--- config.mk ---
export PLATFORM = sky130hd
export DESIGN_NAME = sliding_window_event_rate_flat
export DESIGN_NICKNAME = d
export VERILOG_FILES = /design/src/rtl/core/swer_pkg.sv /design/src/rtl/core/swer_ifs.sv /design/src/rtl/core/swer_div.sv /design/src/rtl/core/sliding_window_event_rate.sv /design/src/flat_wrapper.sv
export SDC_FILE = /design/constraint.sdc
export NUM_CORES = 2
export LEC_CHECK = 0
export BUFFER_PORTS_ARGS = -buffer_cell sky130_fd_sc_hd__buf_4
export CORE_UTILIZATION = 30
export CTS_BUF_LIST = sky130_fd_sc_hd__clkbuf_2
export CTS_CLUSTER_DIAMETER = 80
export DETAILED_ROUTE_END_ITERATION = 12
export PLACE_DENSITY = 0.55
export SLEW_MARGIN = 10
export SYNTH_ARGS = -nofsm -noshare
export SYNTH_HDL_FRONTEND = slang
export SYNTH_SLANG_ARGS = --single-unit
--- constraint.sdc ---
create_clock -name clk -period 7.4 [get_ports clk]
set_input_delay 0.37 -clock clk [delete_from_list [all_inputs] [get_ports clk]]
set_output_delay 0.37 -clock clk [all_outputs]
set_load 0.01 [all_outputs]
--- src/rtl/core/swer_pkg.sv ---
package swer_pkg;

    // fixed field widths
    localparam int RATE_BITS     = 48;
    localparam int FRAC_BITS     = 16;
    localparam int TPS_BITS      = 32;
    localparam int WSIZE_BITS    = 7;
    localparam int CFG_ADDR_BITS = 4;
    localparam int CFG_DATA_BITS = 32;

    // defaults for the top level parameters
    localparam int DEF_WINDOW_DEPTH = 64;
    localparam int DEF_STAMP_BITS   = 48;

    // smallest window that yields a rate
    localparam int MIN_FOR_RATE = 2;

    // register reset values
    localparam logic [WSIZE_BITS-1:0] WSIZE_RESET = 7'd16;
    localparam logic [TPS_BITS-1:0]   TPS_RESET   = 32'd1000000;

    // register indexes
    localparam logic [CFG_ADDR_BITS-1:0] CFG_WIN_LEN          = 4'd0;
    localparam logic [CFG_ADDR_BITS-1:0] CFG_TICKS_PER_SECOND = 4'd1;

    // request codes
    localparam logic REQ_EVENT = 1'b0;
    localparam logic REQ_CLEAR = 1'b1;

    typedef enum logic [2:0] {
        ST_IDLE,
        ST_READ,
        ST_SPAN,
        ST_MUL,
        ST_DIVGO,
        ST_DIV,
        ST_DONE
    } swer_state_t;

    typedef struct packed {
        logic done;
        logic overflow;
    } swer_div_stat_t;

endpackage

--- src/rtl/core/swer_ifs.sv ---
interface swer_req_if #(
    parameter int STAMP_BITS = 48
);
    logic                  valid;
    logic                  ready;
    logic                  req_type;
    logic [STAMP_BITS-1:0] timestamp;

    modport source (output valid, output req_type, output timestamp, input ready);
    modport sink   (input valid, input req_type, input timestamp, output ready);
endinterface

interface swer_res_if #(
    parameter int COUNT_BITS = 7
);
    import swer_pkg::*;

    logic                  valid;
    logic                  ready;
    logic [RATE_BITS-1:0]  rate_q16;
    logic                  rate_valid;
    logic                  rate_saturated;
    logic [COUNT_BITS-1:0] held_count;

    modport source (output valid, output rate_q16, output rate_valid,
                    output rate_saturated, output held_count, input ready);
    modport sink   (input valid, input rate_q16, input rate_valid,
                    input rate_saturated, input held_count, output ready);
endinterface

interface swer_cfg_if;
    import swer_pkg::*;

    logic                     valid;
    logic                     ready;
    logic [CFG_ADDR_BITS-1:0] index;
    logic [CFG_DATA_BITS-1:0] data;

    modport source (output valid, output index, output data, input ready);
    modport sink   (input valid, input index, input data, output ready);
endinterface

--- src/rtl/core/swer_div.sv ---
module swer_div #(
    parameter int NUM_BITS = 55,
    parameter int DEN_BITS = 48
) (
    input  logic                           clk,
    input  logic                           rst_n,
    input  logic                           start,
    input  logic [NUM_BITS-1:0]            dividend,
    input  logic [DEN_BITS-1:0]            divisor,
    output logic [swer_pkg::RATE_BITS-1:0] rate,
    output swer_pkg::swer_div_stat_t       stat
);
    import swer_pkg::*;

    localparam int CNT_BITS = $clog2(NUM_BITS + 1);

    logic                busy_reg, busy_next;
    logic                done_reg, done_next;
    logic [CNT_BITS-1:0] cnt_reg, cnt_next;
    logic [NUM_BITS-1:0] num_reg, num_next;
    logic [NUM_BITS-1:0] quo_reg, quo_next;
    logic [DEN_BITS-1:0] den_reg, den_next;
    logic [DEN_BITS-1:0] rem_reg, rem_next;
    logic [DEN_BITS:0]   trial;
    logic [DEN_BITS:0]   diff;
    logic                take;
    logic                ovf;

    // one restoring step per cycle, msb first
    always_comb
    begin
        trial     = {rem_reg, num_reg[NUM_BITS-1]};
        diff      = trial - {1'b0, den_reg};
        take      = (trial >= {1'b0, den_reg});
        busy_next = busy_reg;
        done_next = 1'b0;
        cnt_next  = cnt_reg;
        num_next  = num_reg;
        quo_next  = quo_reg;
        den_next  = den_reg;
        rem_next  = rem_reg;
        if (start)
        begin
            busy_next = 1'b1;
            cnt_next  = CNT_BITS'(NUM_BITS);
            num_next  = dividend;
            den_next  = divisor;
            rem_next  = '0;
            quo_next  = '0;
        end
        else if (busy_reg)
        begin
            num_next = {num_reg[NUM_BITS-2:0], 1'b0};
            quo_next = {quo_reg[NUM_BITS-2:0], take};
            rem_next = take ? diff[DEN_BITS-1:0] : trial[DEN_BITS-1:0];
            cnt_next = cnt_reg - CNT_BITS'(1);
            if (cnt_reg == CNT_BITS'(1))
            begin
                busy_next = 1'b0;
                done_next = 1'b1;
            end
        end
    end

    always_ff @(posedge clk or negedge rst_n)
    begin
        if (!rst_n)
        begin
            busy_reg <= 1'b0;
            done_reg <= 1'b0;
            cnt_reg  <= '0;
        end
        else
        begin
            busy_reg <= busy_next;
            done_reg <= done_next;
            cnt_reg  <= cnt_next;
        end
    end

    always_ff @(posedge clk)
    begin
        num_reg <= num_next;
        quo_reg <= quo_next;
        den_reg <= den_next;
        rem_reg <= rem_next;
    end

    // quotient bits above the rate field mean overflow
    assign ovf           = |quo_reg[NUM_BITS-1:RATE_BITS];
    assign rate          = ovf ? {RATE_BITS{1'b1}} : quo_reg[RATE_BITS-1:0];
    assign stat.done     = done_reg;
    assign stat.overflow = ovf;

endmodule

--- src/rtl/core/sliding_window_event_rate.sv ---
// sliding window event rate meter. each event transfer on req pushes its
// timestamp into a ring of the last win_len stamps (the oldest drops once
// the window is full); a clear transfer empties the window. every request
// gives exactly one result transfer on res: held_count, and with two or more
// stamps held the rate (held_count-1)*ticks_per_second/(newest-oldest) as
// unsigned q.16, span taken modulo 2^STAMP_BITS. a zero span or a quotient
// beyond 48 bits gives all ones with rate_saturated set. one request is in
// work at a time; a finished result waits in the output register while the
// next request is taken. a clear, or an event leaving fewer than two stamps,
// goes straight to the result; a rate is worked out by a shift-add
// multiplier over the bits of held_count-1, then a restoring divider giving
// one quotient bit per cycle over the NUM_BITS-bit numerator, which sets
// the pace; a zero span skips the divider. the ring is a single-port-write,
// single-read memory with a registered read; slots are read only after
// being written, so it needs no clearing after reset. configuration writes
// are taken every cycle and are meant only while no request is in work.
module sliding_window_event_rate #(
    parameter int WINDOW_DEPTH = swer_pkg::DEF_WINDOW_DEPTH,
    parameter int STAMP_BITS   = swer_pkg::DEF_STAMP_BITS
) (
    input  logic         clk,
    input  logic         rst_n,
    swer_cfg_if.sink     cfg,
    swer_req_if.sink     req,
    swer_res_if.source   res
);
    import swer_pkg::*;

    localparam int IDX_BITS   = $clog2(WINDOW_DEPTH);
    localparam int COUNT_BITS = $clog2(WINDOW_DEPTH + 1);
    localparam int SUM_BITS   = COUNT_BITS + 1;
    localparam int PROD_BITS  = COUNT_BITS + TPS_BITS;
    localparam int NUM_BITS   = PROD_BITS + FRAC_BITS;
    localparam int MCNT_BITS  = $clog2(COUNT_BITS + 1);

    // configuration registers
    logic [WSIZE_BITS-1:0] win_len_reg;
    logic [TPS_BITS-1:0]   tps_reg;

    // window state
    swer_state_t           state_reg, state_next;
    logic [IDX_BITS-1:0]   oldest_reg, oldest_next;
    logic [COUNT_BITS-1:0] count_reg, count_next;

    // datapath
    logic [STAMP_BITS-1:0] newest_reg, newest_next;
    logic [STAMP_BITS-1:0] rd_data_reg;
    logic [STAMP_BITS-1:0] span_reg, span_next;
    logic [COUNT_BITS-1:0] mul_m_reg, mul_m_next;
    logic [PROD_BITS-1:0]  mul_acc_reg, mul_acc_next;
    logic [MCNT_BITS-1:0]  mul_cnt_reg, mul_cnt_next;

    // pending result and output register
    logic [RATE_BITS-1:0]  pend_rate_reg, pend_rate_next;
    logic                  pend_rv_reg, pend_rv_next;
    logic                  pend_sat_reg, pend_sat_next;
    logic                  out_valid_reg, out_valid_next;
    logic [RATE_BITS-1:0]  out_rate_reg, out_rate_next;
    logic                  out_rv_reg, out_rv_next;
    logic                  out_sat_reg, out_sat_next;
    logic [COUNT_BITS-1:0] out_cnt_reg, out_cnt_next;

    // ring memory
    logic [STAMP_BITS-1:0] ring [WINDOW_DEPTH];
    logic                  ring_we;
    logic                  ring_re;
    logic [IDX_BITS-1:0]   slot;

    // push arithmetic
    logic                  in_xfer;
    logic [COUNT_BITS-1:0] eff_window;
    logic                  drop;
    logic [IDX_BITS-1:0]   oldest_inc;
    logic [IDX_BITS-1:0]   oldest_drop;
    logic [COUNT_BITS-1:0] count_drop;
    logic [COUNT_BITS-1:0] count_push;
    logic [SUM_BITS-1:0]   slot_raw;
    logic [SUM_BITS-1:0]   slot_sum;

    // divider
    logic                  div_start;
    logic [RATE_BITS-1:0]  div_rate;
    swer_div_stat_t        div_stat;

    // ------------------------------------------------------------------
    // configuration port, always ready; unknown indexes are dropped
    // ------------------------------------------------------------------
    assign cfg.ready = 1'b1;

    always_ff @(posedge clk or negedge rst_n)
    begin
        if (!rst_n)
        begin
            win_len_reg <= WSIZE_RESET;
            tps_reg     <= TPS_RESET;
        end
        else if (cfg.valid)
        begin
            case (cfg.index)
                CFG_WIN_LEN:          win_len_reg <= cfg.data[WSIZE_BITS-1:0];
                CFG_TICKS_PER_SECOND: tps_reg     <= cfg.data[TPS_BITS-1:0];
                default:              ;
            endcase
        end
    end

    // ------------------------------------------------------------------
    // push bookkeeping for an event transfer
    // ------------------------------------------------------------------
    assign req.ready = (state_reg == ST_IDLE);
    assign in_xfer   = req.valid && req.ready;

    always_comb
    begin
        // zero acts as one, anything past the ring depth as the depth
        if (win_len_reg == '0)
            eff_window = COUNT_BITS'(1);
        else if (int'(win_len_reg) > WINDOW_DEPTH)
            eff_window = COUNT_BITS'(WINDOW_DEPTH);
        else
            eff_window = COUNT_BITS'(win_len_reg);

        oldest_inc  = (oldest_reg == IDX_BITS'(WINDOW_DEPTH - 1)) ? '0
                                                                 : oldest_reg + IDX_BITS'(1);
        // a full (or over-full after a shrink) window drops its oldest stamp
        drop        = (count_reg >= eff_window) && (count_reg != '0);
        oldest_drop = drop ? oldest_inc : oldest_reg;
        count_drop  = drop ? count_reg - COUNT_BITS'(1) : count_reg;
        count_push  = count_drop + COUNT_BITS'(1);

        // new slot sits count_drop past the oldest, modulo the depth
        slot_raw = SUM_BITS'(oldest_drop) + SUM_BITS'(count_drop);
        slot_sum = (slot_raw >= SUM_BITS'(WINDOW_DEPTH)) ? slot_raw - SUM_BITS'(WINDOW_DEPTH)
                                                         : slot_raw;
        slot     = slot_sum[IDX_BITS-1:0];
    end

    assign ring_we = in_xfer && (req.req_type == REQ_EVENT);
    assign ring_re = (state_reg == ST_READ);

    // the newest stamp is kept in newest_reg, so only the oldest is read back
    always_ff @(posedge clk)
    begin
        if (ring_we)
            ring[slot] <= req.timestamp;
        if (ring_re)
            rd_data_reg <= ring[oldest_reg];
    end

    // ------------------------------------------------------------------
    // sequencer
    // ------------------------------------------------------------------
    always_comb
    begin
        state_next     = state_reg;
        oldest_next    = oldest_reg;
        count_next     = count_reg;
        newest_next    = newest_reg;
        span_next      = span_reg;
        mul_m_next     = mul_m_reg;
        mul_acc_next   = mul_acc_reg;
        mul_cnt_next   = mul_cnt_reg;
        pend_rate_next = pend_rate_reg;
        pend_rv_next   = pend_rv_reg;
        pend_sat_next  = pend_sat_reg;
        out_valid_next = out_valid_reg;
        out_rate_next  = out_rate_reg;
        out_rv_next    = out_rv_reg;
        out_sat_next   = out_sat_reg;
        out_cnt_next   = out_cnt_reg;
        div_start      = 1'b0;

        // result taken downstream
        if (out_valid_reg && res.ready)
            out_valid_next = 1'b0;

        case (state_reg)
            ST_IDLE:
            begin
                if (in_xfer)
                begin
                    pend_rate_next = '0;
                    pend_rv_next   = 1'b0;
                    pend_sat_next  = 1'b0;
                    if (req.req_type == REQ_CLEAR)
                    begin
                        oldest_next = '0;
                        count_next  = '0;
                        state_next  = ST_DONE;
                    end
                    else
                    begin
                        oldest_next = oldest_drop;
                        count_next  = count_push;
                        newest_next = req.timestamp;
                        if (count_push < COUNT_BITS'(MIN_FOR_RATE))
                            state_next = ST_DONE;
                        else
                            state_next = ST_READ;
                    end
                end
            end
            ST_READ:
            begin
                state_next = ST_SPAN;
            end
            ST_SPAN:
            begin
                // span wraps with the timestamp counter
                span_next    = newest_reg - rd_data_reg;
                mul_m_next   = count_reg - COUNT_BITS'(1);
                mul_acc_next = '0;
                mul_cnt_next = MCNT_BITS'(COUNT_BITS);
                state_next   = ST_MUL;
            end
            ST_MUL:
            begin
                // shift-add, msb of the event count first
                mul_acc_next = {mul_acc_reg[PROD_BITS-2:0], 1'b0}
                             + (mul_m_reg[COUNT_BITS-1] ? PROD_BITS'(tps_reg) : '0);
                mul_m_next   = mul_m_reg << 1;
                mul_cnt_next = mul_cnt_reg - MCNT_BITS'(1);
                if (mul_cnt_reg == MCNT_BITS'(1))
                begin
                    if (span_reg == '0)
                    begin
                        pend_rate_next = {RATE_BITS{1'b1}};
                        pend_rv_next   = 1'b1;
                        pend_sat_next  = 1'b1;
                        state_next     = ST_DONE;
                    end
                    else
                        state_next = ST_DIVGO;
                end
            end
            ST_DIVGO:
            begin
                div_start  = 1'b1;
                state_next = ST_DIV;
            end
            ST_DIV:
            begin
                if (div_stat.done)
                begin
                    pend_rate_next = div_rate;
                    pend_rv_next   = 1'b1;
                    pend_sat_next  = div_stat.overflow;
                    state_next     = ST_DONE;
                end
            end
            ST_DONE:
            begin
                // hand over once the output register is free
                if (!out_valid_reg || res.ready)
                begin
                    out_valid_next = 1'b1;
                    out_rate_next  = pend_rate_reg;
                    out_rv_next    = pend_rv_reg;
                    out_sat_next   = pend_sat_reg;
                    out_cnt_next   = count_reg;
                    state_next     = ST_IDLE;
                end
            end
            default:
            begin
                state_next = ST_IDLE;
            end
        endcase
    end

    always_ff @(posedge clk or negedge rst_n)
    begin
        if (!rst_n)
        begin
            state_reg     <= ST_IDLE;
            oldest_reg    <= '0;
            count_reg     <= '0;
            mul_cnt_reg   <= '0;
            out_valid_reg <= 1'b0;
        end
        else
        begin
            state_reg     <= state_next;
            oldest_reg    <= oldest_next;
            count_reg     <= count_next;
            mul_cnt_reg   <= mul_cnt_next;
            out_valid_reg <= out_valid_next;
        end
    end

    always_ff @(posedge clk)
    begin
        newest_reg    <= newest_next;
        span_reg      <= span_next;
        mul_m_reg     <= mul_m_next;
        mul_acc_reg   <= mul_acc_next;
        pend_rate_reg <= pend_rate_next;
        pend_rv_reg   <= pend_rv_next;
        pend_sat_reg  <= pend_sat_next;
        out_rate_reg  <= out_rate_next;
        out_rv_reg    <= out_rv_next;
        out_sat_reg   <= out_sat_next;
        out_cnt_reg   <= out_cnt_next;
    end

    // ------------------------------------------------------------------
    // quotient unit: numerator is the product scaled by 2^16
    // ------------------------------------------------------------------
    swer_div #(
        .NUM_BITS (NUM_BITS),
        .DEN_BITS (STAMP_BITS)
    ) u_div (
        .clk      (clk),
        .rst_n    (rst_n),
        .start    (div_start),
        .dividend ({mul_acc_reg, {FRAC_BITS{1'b0}}}),
        .divisor  (span_reg),
        .rate     (div_rate),
        .stat     (div_stat)
    );

    // result channel
    assign res.valid          = out_valid_reg;
    assign res.rate_q16       = out_rate_reg;
    assign res.rate_valid     = out_rv_reg;
    assign res.rate_saturated = out_sat_reg;
    assign res.held_count     = out_cnt_reg;

    // ------------------------------------------------------------------
    // checks
    // ------------------------------------------------------------------
    a_count_bound: assert property (@(posedge clk) disable iff (!rst_n)
        count_reg <= COUNT_BITS'(WINDOW_DEPTH))
        else $error("window holds more stamps than the ring depth");

    a_oldest_bound: assert property (@(posedge clk) disable iff (!rst_n)
        oldest_reg <= IDX_BITS'(WINDOW_DEPTH - 1))
        else $error("oldest index outside the ring");

    a_clear_empties: assert property (@(posedge clk) disable iff (!rst_n)
        in_xfer && (req.req_type == REQ_CLEAR) |=> count_reg == '0)
        else $error("clear transfer left stamps in the window");

    a_div_done_state: assert property (@(posedge clk) disable iff (!rst_n)
        div_stat.done |-> state_reg == ST_DIV)
        else $error("quotient finished outside the divide phase");

    a_no_rate_zero: assert property (@(posedge clk) disable iff (!rst_n)
        out_valid_reg && !out_rv_reg |-> out_rate_reg == '0 && !out_sat_reg)
        else $error("rate reported without two stamps held");

    a_rate_needs_two: assert property (@(posedge clk) disable iff (!rst_n)
        out_valid_reg && out_rv_reg |-> out_cnt_reg >= COUNT_BITS'(MIN_FOR_RATE))
        else $error("rate valid with fewer than two stamps");

endmodule

--- src/flat_wrapper.sv ---
// flat-port wrapper written by rule: the top's interface ports become plain ports
module sliding_window_event_rate_flat import swer_pkg::*;
#(
    parameter int WINDOW_DEPTH = swer_pkg::DEF_WINDOW_DEPTH,
    parameter int STAMP_BITS   = swer_pkg::DEF_STAMP_BITS
)
  (clk, rst_n, cfg_valid, cfg_index, cfg_data, cfg_ready, req_valid, req_req_type, req_timestamp, req_ready, res_valid, res_rate_q16, res_rate_valid, res_rate_saturated, res_held_count, res_ready);
  swer_cfg_if cfg_i ();
  swer_req_if #(.STAMP_BITS(STAMP_BITS)) req_i ();
  swer_res_if res_i ();
  input  logic clk;
  input  logic rst_n;
  input wire logic [$bits(cfg_i.valid)-1:0] cfg_valid;
  input wire logic [$bits(cfg_i.index)-1:0] cfg_index;
  input wire logic [$bits(cfg_i.data)-1:0] cfg_data;
  output wire logic [$bits(cfg_i.ready)-1:0] cfg_ready;
  input wire logic [$bits(req_i.valid)-1:0] req_valid;
  input wire logic [$bits(req_i.req_type)-1:0] req_req_type;
  input wire logic [$bits(req_i.timestamp)-1:0] req_timestamp;
  output wire logic [$bits(req_i.ready)-1:0] req_ready;
  output wire logic [$bits(res_i.valid)-1:0] res_valid;
  output wire logic [$bits(res_i.rate_q16)-1:0] res_rate_q16;
  output wire logic [$bits(res_i.rate_valid)-1:0] res_rate_valid;
  output wire logic [$bits(res_i.rate_saturated)-1:0] res_rate_saturated;
  output wire logic [$bits(res_i.held_count)-1:0] res_held_count;
  input wire logic [$bits(res_i.ready)-1:0] res_ready;
  assign cfg_i.valid = cfg_valid;
  assign cfg_i.index = cfg_index;
  assign cfg_i.data = cfg_data;
  assign cfg_ready = cfg_i.ready;
  assign req_i.valid = req_valid;
  assign req_i.req_type = req_req_type;
  assign req_i.timestamp = req_timestamp;
  assign req_ready = req_i.ready;
  assign res_valid = res_i.valid;
  assign res_rate_q16 = res_i.rate_q16;
  assign res_rate_valid = res_i.rate_valid;
  assign res_rate_saturated = res_i.rate_saturated;
  assign res_held_count = res_i.held_count;
  assign res_i.ready = res_ready;
  sliding_window_event_rate #(.WINDOW_DEPTH(WINDOW_DEPTH), .STAMP_BITS(STAMP_BITS)) u_core (.clk(clk), .rst_n(rst_n), .cfg(cfg_i), .req(req_i), .res(res_i));
endmodule
# Word level (Yosys, flattened, before mapping)
# Memory sizes are Yosys's and may differ from the RTL's. A register that Yosys moved wholly into a read port is not among the register bits.
# Cells that the tools add are included.
# W data, S select, Z words.
# totals
out_inout_bits,60
regBits,506
mem_bits_rw,3072
wordCells,129
in_bits,90
mem_count,1
# mem_list
name,depth,word_bits,rd,rd_ports_with_merged_regs,write_ports,line_no,source
u_core.ring,64,48,1,1,1,sliding_window_event_rate.sv:64,logic [STAMP_BITS-1:0] ring [WINDOW_DEPTH];
# op_classes
order_cmp,5
n_bitwise,1
reduce_logical,22
eq_ne,15
add_sub_neg,10
n_mux,50
# ops
cell,n
$mux W48,6
$pmux W48 S3,1
$mux W55,2
$sub A48 B48 Y48,2
$pmux W39 S2,1
$ge A49 B48 Y1,1
$logic_not A48 Y1,1
$add A39 B39 Y39,1
$mux W6,6
$mux W32,1
$mux W7,4
$pmux W3 S7,1
$mux W3,6
$mux W1,17
$pmux W7 S2,1
$sub A6 B1 Y6 const B,2
$eq A3 B3 Y1 const B,3
$add A6 B7 Y8,1
$ge A8 B7 Y1 const B,1
$reduce_and A2 Y1,4
$add A7 B1 Y7 const B,1
$ge A7 B7 Y1,1
$gt A7 B7 Y1 const B,1
$logic_not A7 Y1,1
other kinds (27),37

# Logic depth before layout (Yosys ltp)
# depth
word_depth,12
ltp_mapped,21

# Hierarchy
# Synthesis repeated with hierarchy kept, for this count alone.
# unflattened
cells_unflattened,7275
hier_area_um2,145623.4
# by_module_without_submodules
module,seq_area_each_um2,cells_each,area_per_inst_um2,n_inst
sliding_window_event_rate,102653.5,6115,134181.2,1
swer_div,5355.1,1160,11442.2,1

# Least setup slack after synthesis
# Ideal clock, no wire load.
# synth_path
kind,register to register
start,register u_core.state_reg[2]
end,"memory u_core.ring[61][0], enable pin"
required_time_ps,6946
t_arrival_ps,5755
path_slack_ps,1191
n_path_buf,3
path_stages_with_launch,10
synth_period_minus_slack_ps,6209
setup_time_ps,454
path_cell_list,dfrtp_1 -> clkbuf_1 -> nor3_1 -> nand2_1 -> or2_0 -> clkbuf_1 -> inv_2 -> clkbuf_1 -> nand4_1 -> nor2_1
# synth_between
elab_chain_len,5
# synth_rtl
element,line_no,source
"start, declared",sliding_window_event_rate.sv:41,"swer_state_t state_reg, state_next;"
"start signal, assigned",sliding_window_event_rate.sv:283,state_reg <= state_next;
$logic_not A3 Y1,sliding_window_event_rate.sv:110,assign req.ready = (state_reg == ST_IDLE);
via req_ready,flat_wrapper.sv:20,output wire logic [$bits(req_i.ready)-1:0] req_ready;
$logic_and A1 B1 Y1,sliding_window_event_rate.sv:111,assign in_xfer = req.valid && req.ready;
$logic_and A1 B1 Y1,sliding_window_event_rate.sv:138,assign ring_we = in_xfer && (req.req_type == REQ_EVENT);
$mux W1,sliding_window_event_rate.sv:144,if (ring_we)
$mux W1 (not written as such),sliding_window_event_rate.sv:145,ring[slot] <= req.timestamp;
"end, declared",sliding_window_event_rate.sv:64,
# The timed path passes the listed nets, and every way through them passes these cells.

# Worst setup path after layout
# layout_path
start,register u_core.win_len_reg[1]
end,"memory u_core.ring[29][12], enable pin"
# layout_between
elab_chain_len,9
elab_cells_between_ends,12
classes_between,add/sub (2); order compare (3); mux (5); reduce/logical (2)
# layout_rtl
element,line_no,source
"start, declared",sliding_window_event_rate.sv:37,logic [WSIZE_BITS-1:0] win_len_reg;
"start signal, assigned",sliding_window_event_rate.sv:100,CFG_WIN_LEN: win_len_reg <= cfg.data[WSIZE_BITS-1:0];
$gt A7 B7 Y1,sliding_window_event_rate.sv:118,else if (int'(win_len_reg) > WINDOW_DEPTH)
$mux W7,sliding_window_event_rate.sv:118,
$mux W7 *,sliding_window_event_rate.sv:116,if (win_len_reg == '0)
$ge A7 B7 Y1 *,sliding_window_event_rate.sv:126,drop = (count_reg >= eff_window) && (count_reg != '0);
$logic_and A1 B1 Y1 *,sliding_window_event_rate.sv:126,
$mux W6 or $mux W7 (tied branches),"sliding_window_event_rate.sv:127, sliding_window_event_rate.sv:128",
$add A6 B7 Y8 *,sliding_window_event_rate.sv:132,slot_raw = SUM_BITS'(oldest_drop) + SUM_BITS'(count_drop);
$ge A8 B7 Y1 or $sub A6 B1 Y6 (tied branches),sliding_window_event_rate.sv:133,slot_sum = (slot_raw >= SUM_BITS'(WINDOW_DEPTH)) ? slot_raw - SUM_BITS'(WINDOW_DEPTH)
$mux W6 *,sliding_window_event_rate.sv:133,
# Every way passes the cells marked *; elsewhere a longest branch is shown, timed or not.

==> results by group <==
Flow run
  • Number of max-cap violations: 0

Route
  • DR pass1 iterations: 8
  • Final ANT Viol Nets: 0
  • Vias: ~77,000
  • WL/cell: roughly 27 um
  • Total wire length: between 400 and 500 mm
  • Vias per cell: 5.03
  • DRC errors left: 0
  • DR iter-0 viols: between 8,000 and 9,000

Placement
  • Post-DP HPWL: roughly 250 mm
  • PortBufs: 148
  • Pre-CTS WS: around 1.1 ns
  • GP Congestion: between 0.8 and 0.9
  • Dpl cells: approximately 13,000

Timing
  • Final Max Tran Viols: 0
  • Setup violators final: 0
  • Worst-Margin Slew: roughly 1.3 ns
  • Period Utilization, post-route: 87.4%
  • Fin crit period: between 6 and 7 ns
  • Fmax: 155 MHz
  • Fin. Hold Viols: 0
  • Setup_tns: 0 ns
  • Worst setup margin: between 0.9 and 1 ns
  • Slew margin rel.: between 10% and 20%
  • Clock skew: ~0.3 ns
  • Final hold slack: around 0.26 ns
  • RSZ-0062 raised after global routing: false

Logic synthesis
  • YS warnings: 0
  • Register area share after synthesis: between 70% and 80%
  • Syn Inst Count: approximately 7,000
  • Cell variety after synth: approximately 110
  • Synth Area in Compound Gates: under 10%
  • Number of synthesized flops with an enable pin: 3,456
  • Post-synthesis mux area share: approximately 17%
  • Syn_area_per_cell: 20.7 um2
  • Largest family of logic cells by synthesized area: multiplexers
  • Simple-gate area share of the yosys netlist: around 2.8%
  • Synth Flop Type: edfxtp_1
  • Ys async rst share: under 10%
  • Synth Area in Adders: 1.32%
  • XOR/XNOR Fraction of Synth Area: less than 1%
  • Synthesized cell area: approximately 140,000 um2
  • Synthesized Nets: approximately 7,200
  • Yosys reg bits: between 3,000 and 4,000

Finish
  • Post-route insts no fill: between 15,000 and 20,000
  • Number of flip-flops in the largest register: roughly 3,100
  • Share of cells above drive strength 1: 32.1%
  • Commonest non-fill, non-tap cell in the layout: edfxtp_1
  • Most frequent cells in the layout: edfxtp_1, clkbuf_2, mux4_2
  • Final Core Density: 34.8%
  • Nets@finish: between 8,000 and 9,000
  • Synthesis-to-finish area growth: 15.4%

Clock tree
  • Resize count post-CTS: 0
  • H-tree Lvls: 6
  • Root Buffer: clkbuf_2
  • Post-CTS setup buffers: 0
  • Inserted Clock Buffers: around 870
  • CTS Buffer Depth: 4
  • CTS Sinks: 3,626
  • CTS clk-pin slew, worst paths: between 0.1 and 0.15 ns
  • CTS tree: done
  • Worst-skew pair later-pin latency: ~2.4 ns

Critical path
  • CP Class: reg2reg
  • Worst r2r src: u_core.win_len_reg[1]
  • Worst-case reg-to-reg path depth: 21
  • Critical Path Start Type: register
  • Reg2reg setup slack: between 0.9 and 1 ns
  • Worst EP arrival: 8.36 ns
  • Crit path required time: between 9 and 10 ns
  • Crit. End Element: register
  • CP Max Fanout: 17
  • RR Endpoint: u_core.ring[29][12]

GRT
  • Gr ovfl total: 0
  • Vias in the first global route: a little under 80,000
  • Initial antenna violation count: 55
  • First-pass GRT wire length: 576 mm
  • Total GRT Usage: between 10% and 20%
  • Pin count of the biggest net entering global routing: 132

Floorplanning
  • Die area: between 400,000 and 500,000 um2
  • Initial Utilization: 30.1%
  • Core area: around 480,000 um2
  • Num rows: 254
  • Die Ht: ~700 um
  • Ports: 150
  • Width of the chip: between 600 and 700 um

Min path
  • Hold EP: u_core.ring[0][40]
  • Worst hold path class: in2reg
  • Hold path start: req_timestamp[40]
  • Worst hold stages: 5

Outcome
  • Status: complete, no violations

Power
  • Pwr dens: 300 nW/um2
  • Pleak: between 50 and 60 nW
  • VDD IR max: about 0.2 mV
stage by stage:
| step | power, mW | area, um2 |
|---|---|---|
| global placement | 36.8 | 154000 |
| finish | 50.0 | 167000 |
| detailed placement | 36.9 | 154000 |
| global route | 52.3 | 167000 |
| CTS | 50.5 | 167000 |
| floorplan | 32.5 | 144000 |
worst max-delay path: stages, from the launching register on:
cell and delay, ns:
dfrtp_1 0.43, nor3_1 0.26, a21oi_1 0.14, nor2_1 0.13, ha_1 0.24, nor2b_1 0.13, o21ai_0 0.10, a21oi_1 0.13
buf_4 0.18, nand2b_1 0.39, mux2i_1 0.42, inv_1 0.12, ha_1 0.32, a21o_1 0.19, a21oi_1 0.23, o21bai_1 0.09
a21oi_1 0.23, xnor2_2 0.26, xor2_2 0.26, nand3_2 0.52, nor2_4 0.76, buf_4 0.40
how the worst max path moves through the flow:
stage	to	startpoint	slack, ns	depth (start not counted)
5_1_grt	u_core.ring[29][12]	u_core.win_len_reg[1]	0.57	21
4_1_cts	u_core.ring[29][12]	u_core.win_len_reg[4]	0.95	21
2_1_floorplan	u_core.ring[61][0]	u_core.state_reg[2]	1.19	9
6_report	u_core.ring[29][12]	u_core.win_len_reg[1]	0.93	21
3_5_place_dp	u_core.ring[11][28]	u_core.win_len_reg[4]	1.14	21
3_3_place_gp	u_core.ring[11][27]	u_core.win_len_reg[1]	0.83	21
kinds of logic (layout without fill, tap and decap cells):
kind of cell / after synthesis / after routing
flops: 3626 / 3626
mux: 1118 / 1118
simple gates: 868 / 868
compound gates: 624 / 624
buf+inv: 486 / 2369
fa+ha+maj: 150 / 150
xor+xnor: 118 / 118
other cells: 1 / 17
synth_stat cells, types with 21 or more instances:
library cell     n  area, um2
dfrtp_1         59       1480
nand2_1        312       1170
dfxtp_1        103       2060
mux2_2          38        428
mux2i_1         72        721
xor2_1          38        333
buf_1           86        323
a21oi_1        167        836
xnor2_1         77        674
inv_1          151        567
a311oi_1        21        184
a31oi_1         39        244
ha_1           146       1830
nor3_1          46        230
edfxtp_1      3456     104000
o21a_1          64        480
and2_1          45        282
a21o_1          65        488
clkbuf_1       220        826
nor2_1         254        953
nand2b_1        30        188
mux4_2        1008      22700
o21ai_0        119        596
o21bai_1        22        165
nand3_1         51        255
layout make-up:
cell class	count	area [um2]
well taps	6400	8010
fillers	45000	312000
flip-flops and latches	3626	108000
multi-input cells	2879	35500
clock inverters	309	1810
inverters	155	588
repair buffers	687	6990
diodes	16	40.0
clock buffers	1218	6100
what timing repair did:
item                                    4_1_cts  5_1_grt
hold buffers                                367        0
endpoints found under the hold margin      5852        0
endpoints found under the setup margin        0        0
power breakdown:
part | switching [mW] | leakage, nW | total [mW] | internal, mW
Sequential | 0.686 | 32.9 | 24.6 | 23.9
Combinational | 7.29 | 15.2 | 12.1 | 4.84
Clock | 8.21 | 5.90 | 13.3 | 5.05
layer usage:
layer,GRT usage (%),vias to the layer above,wire length (um)
li1,-,31900,-
met1,23.7,41000,179000
met2,25.7,3469,190000
met3,3.05,496,30500
met4,3.89,16,7340
met5,0,-,120
Power figures use the tool's default switching activity.
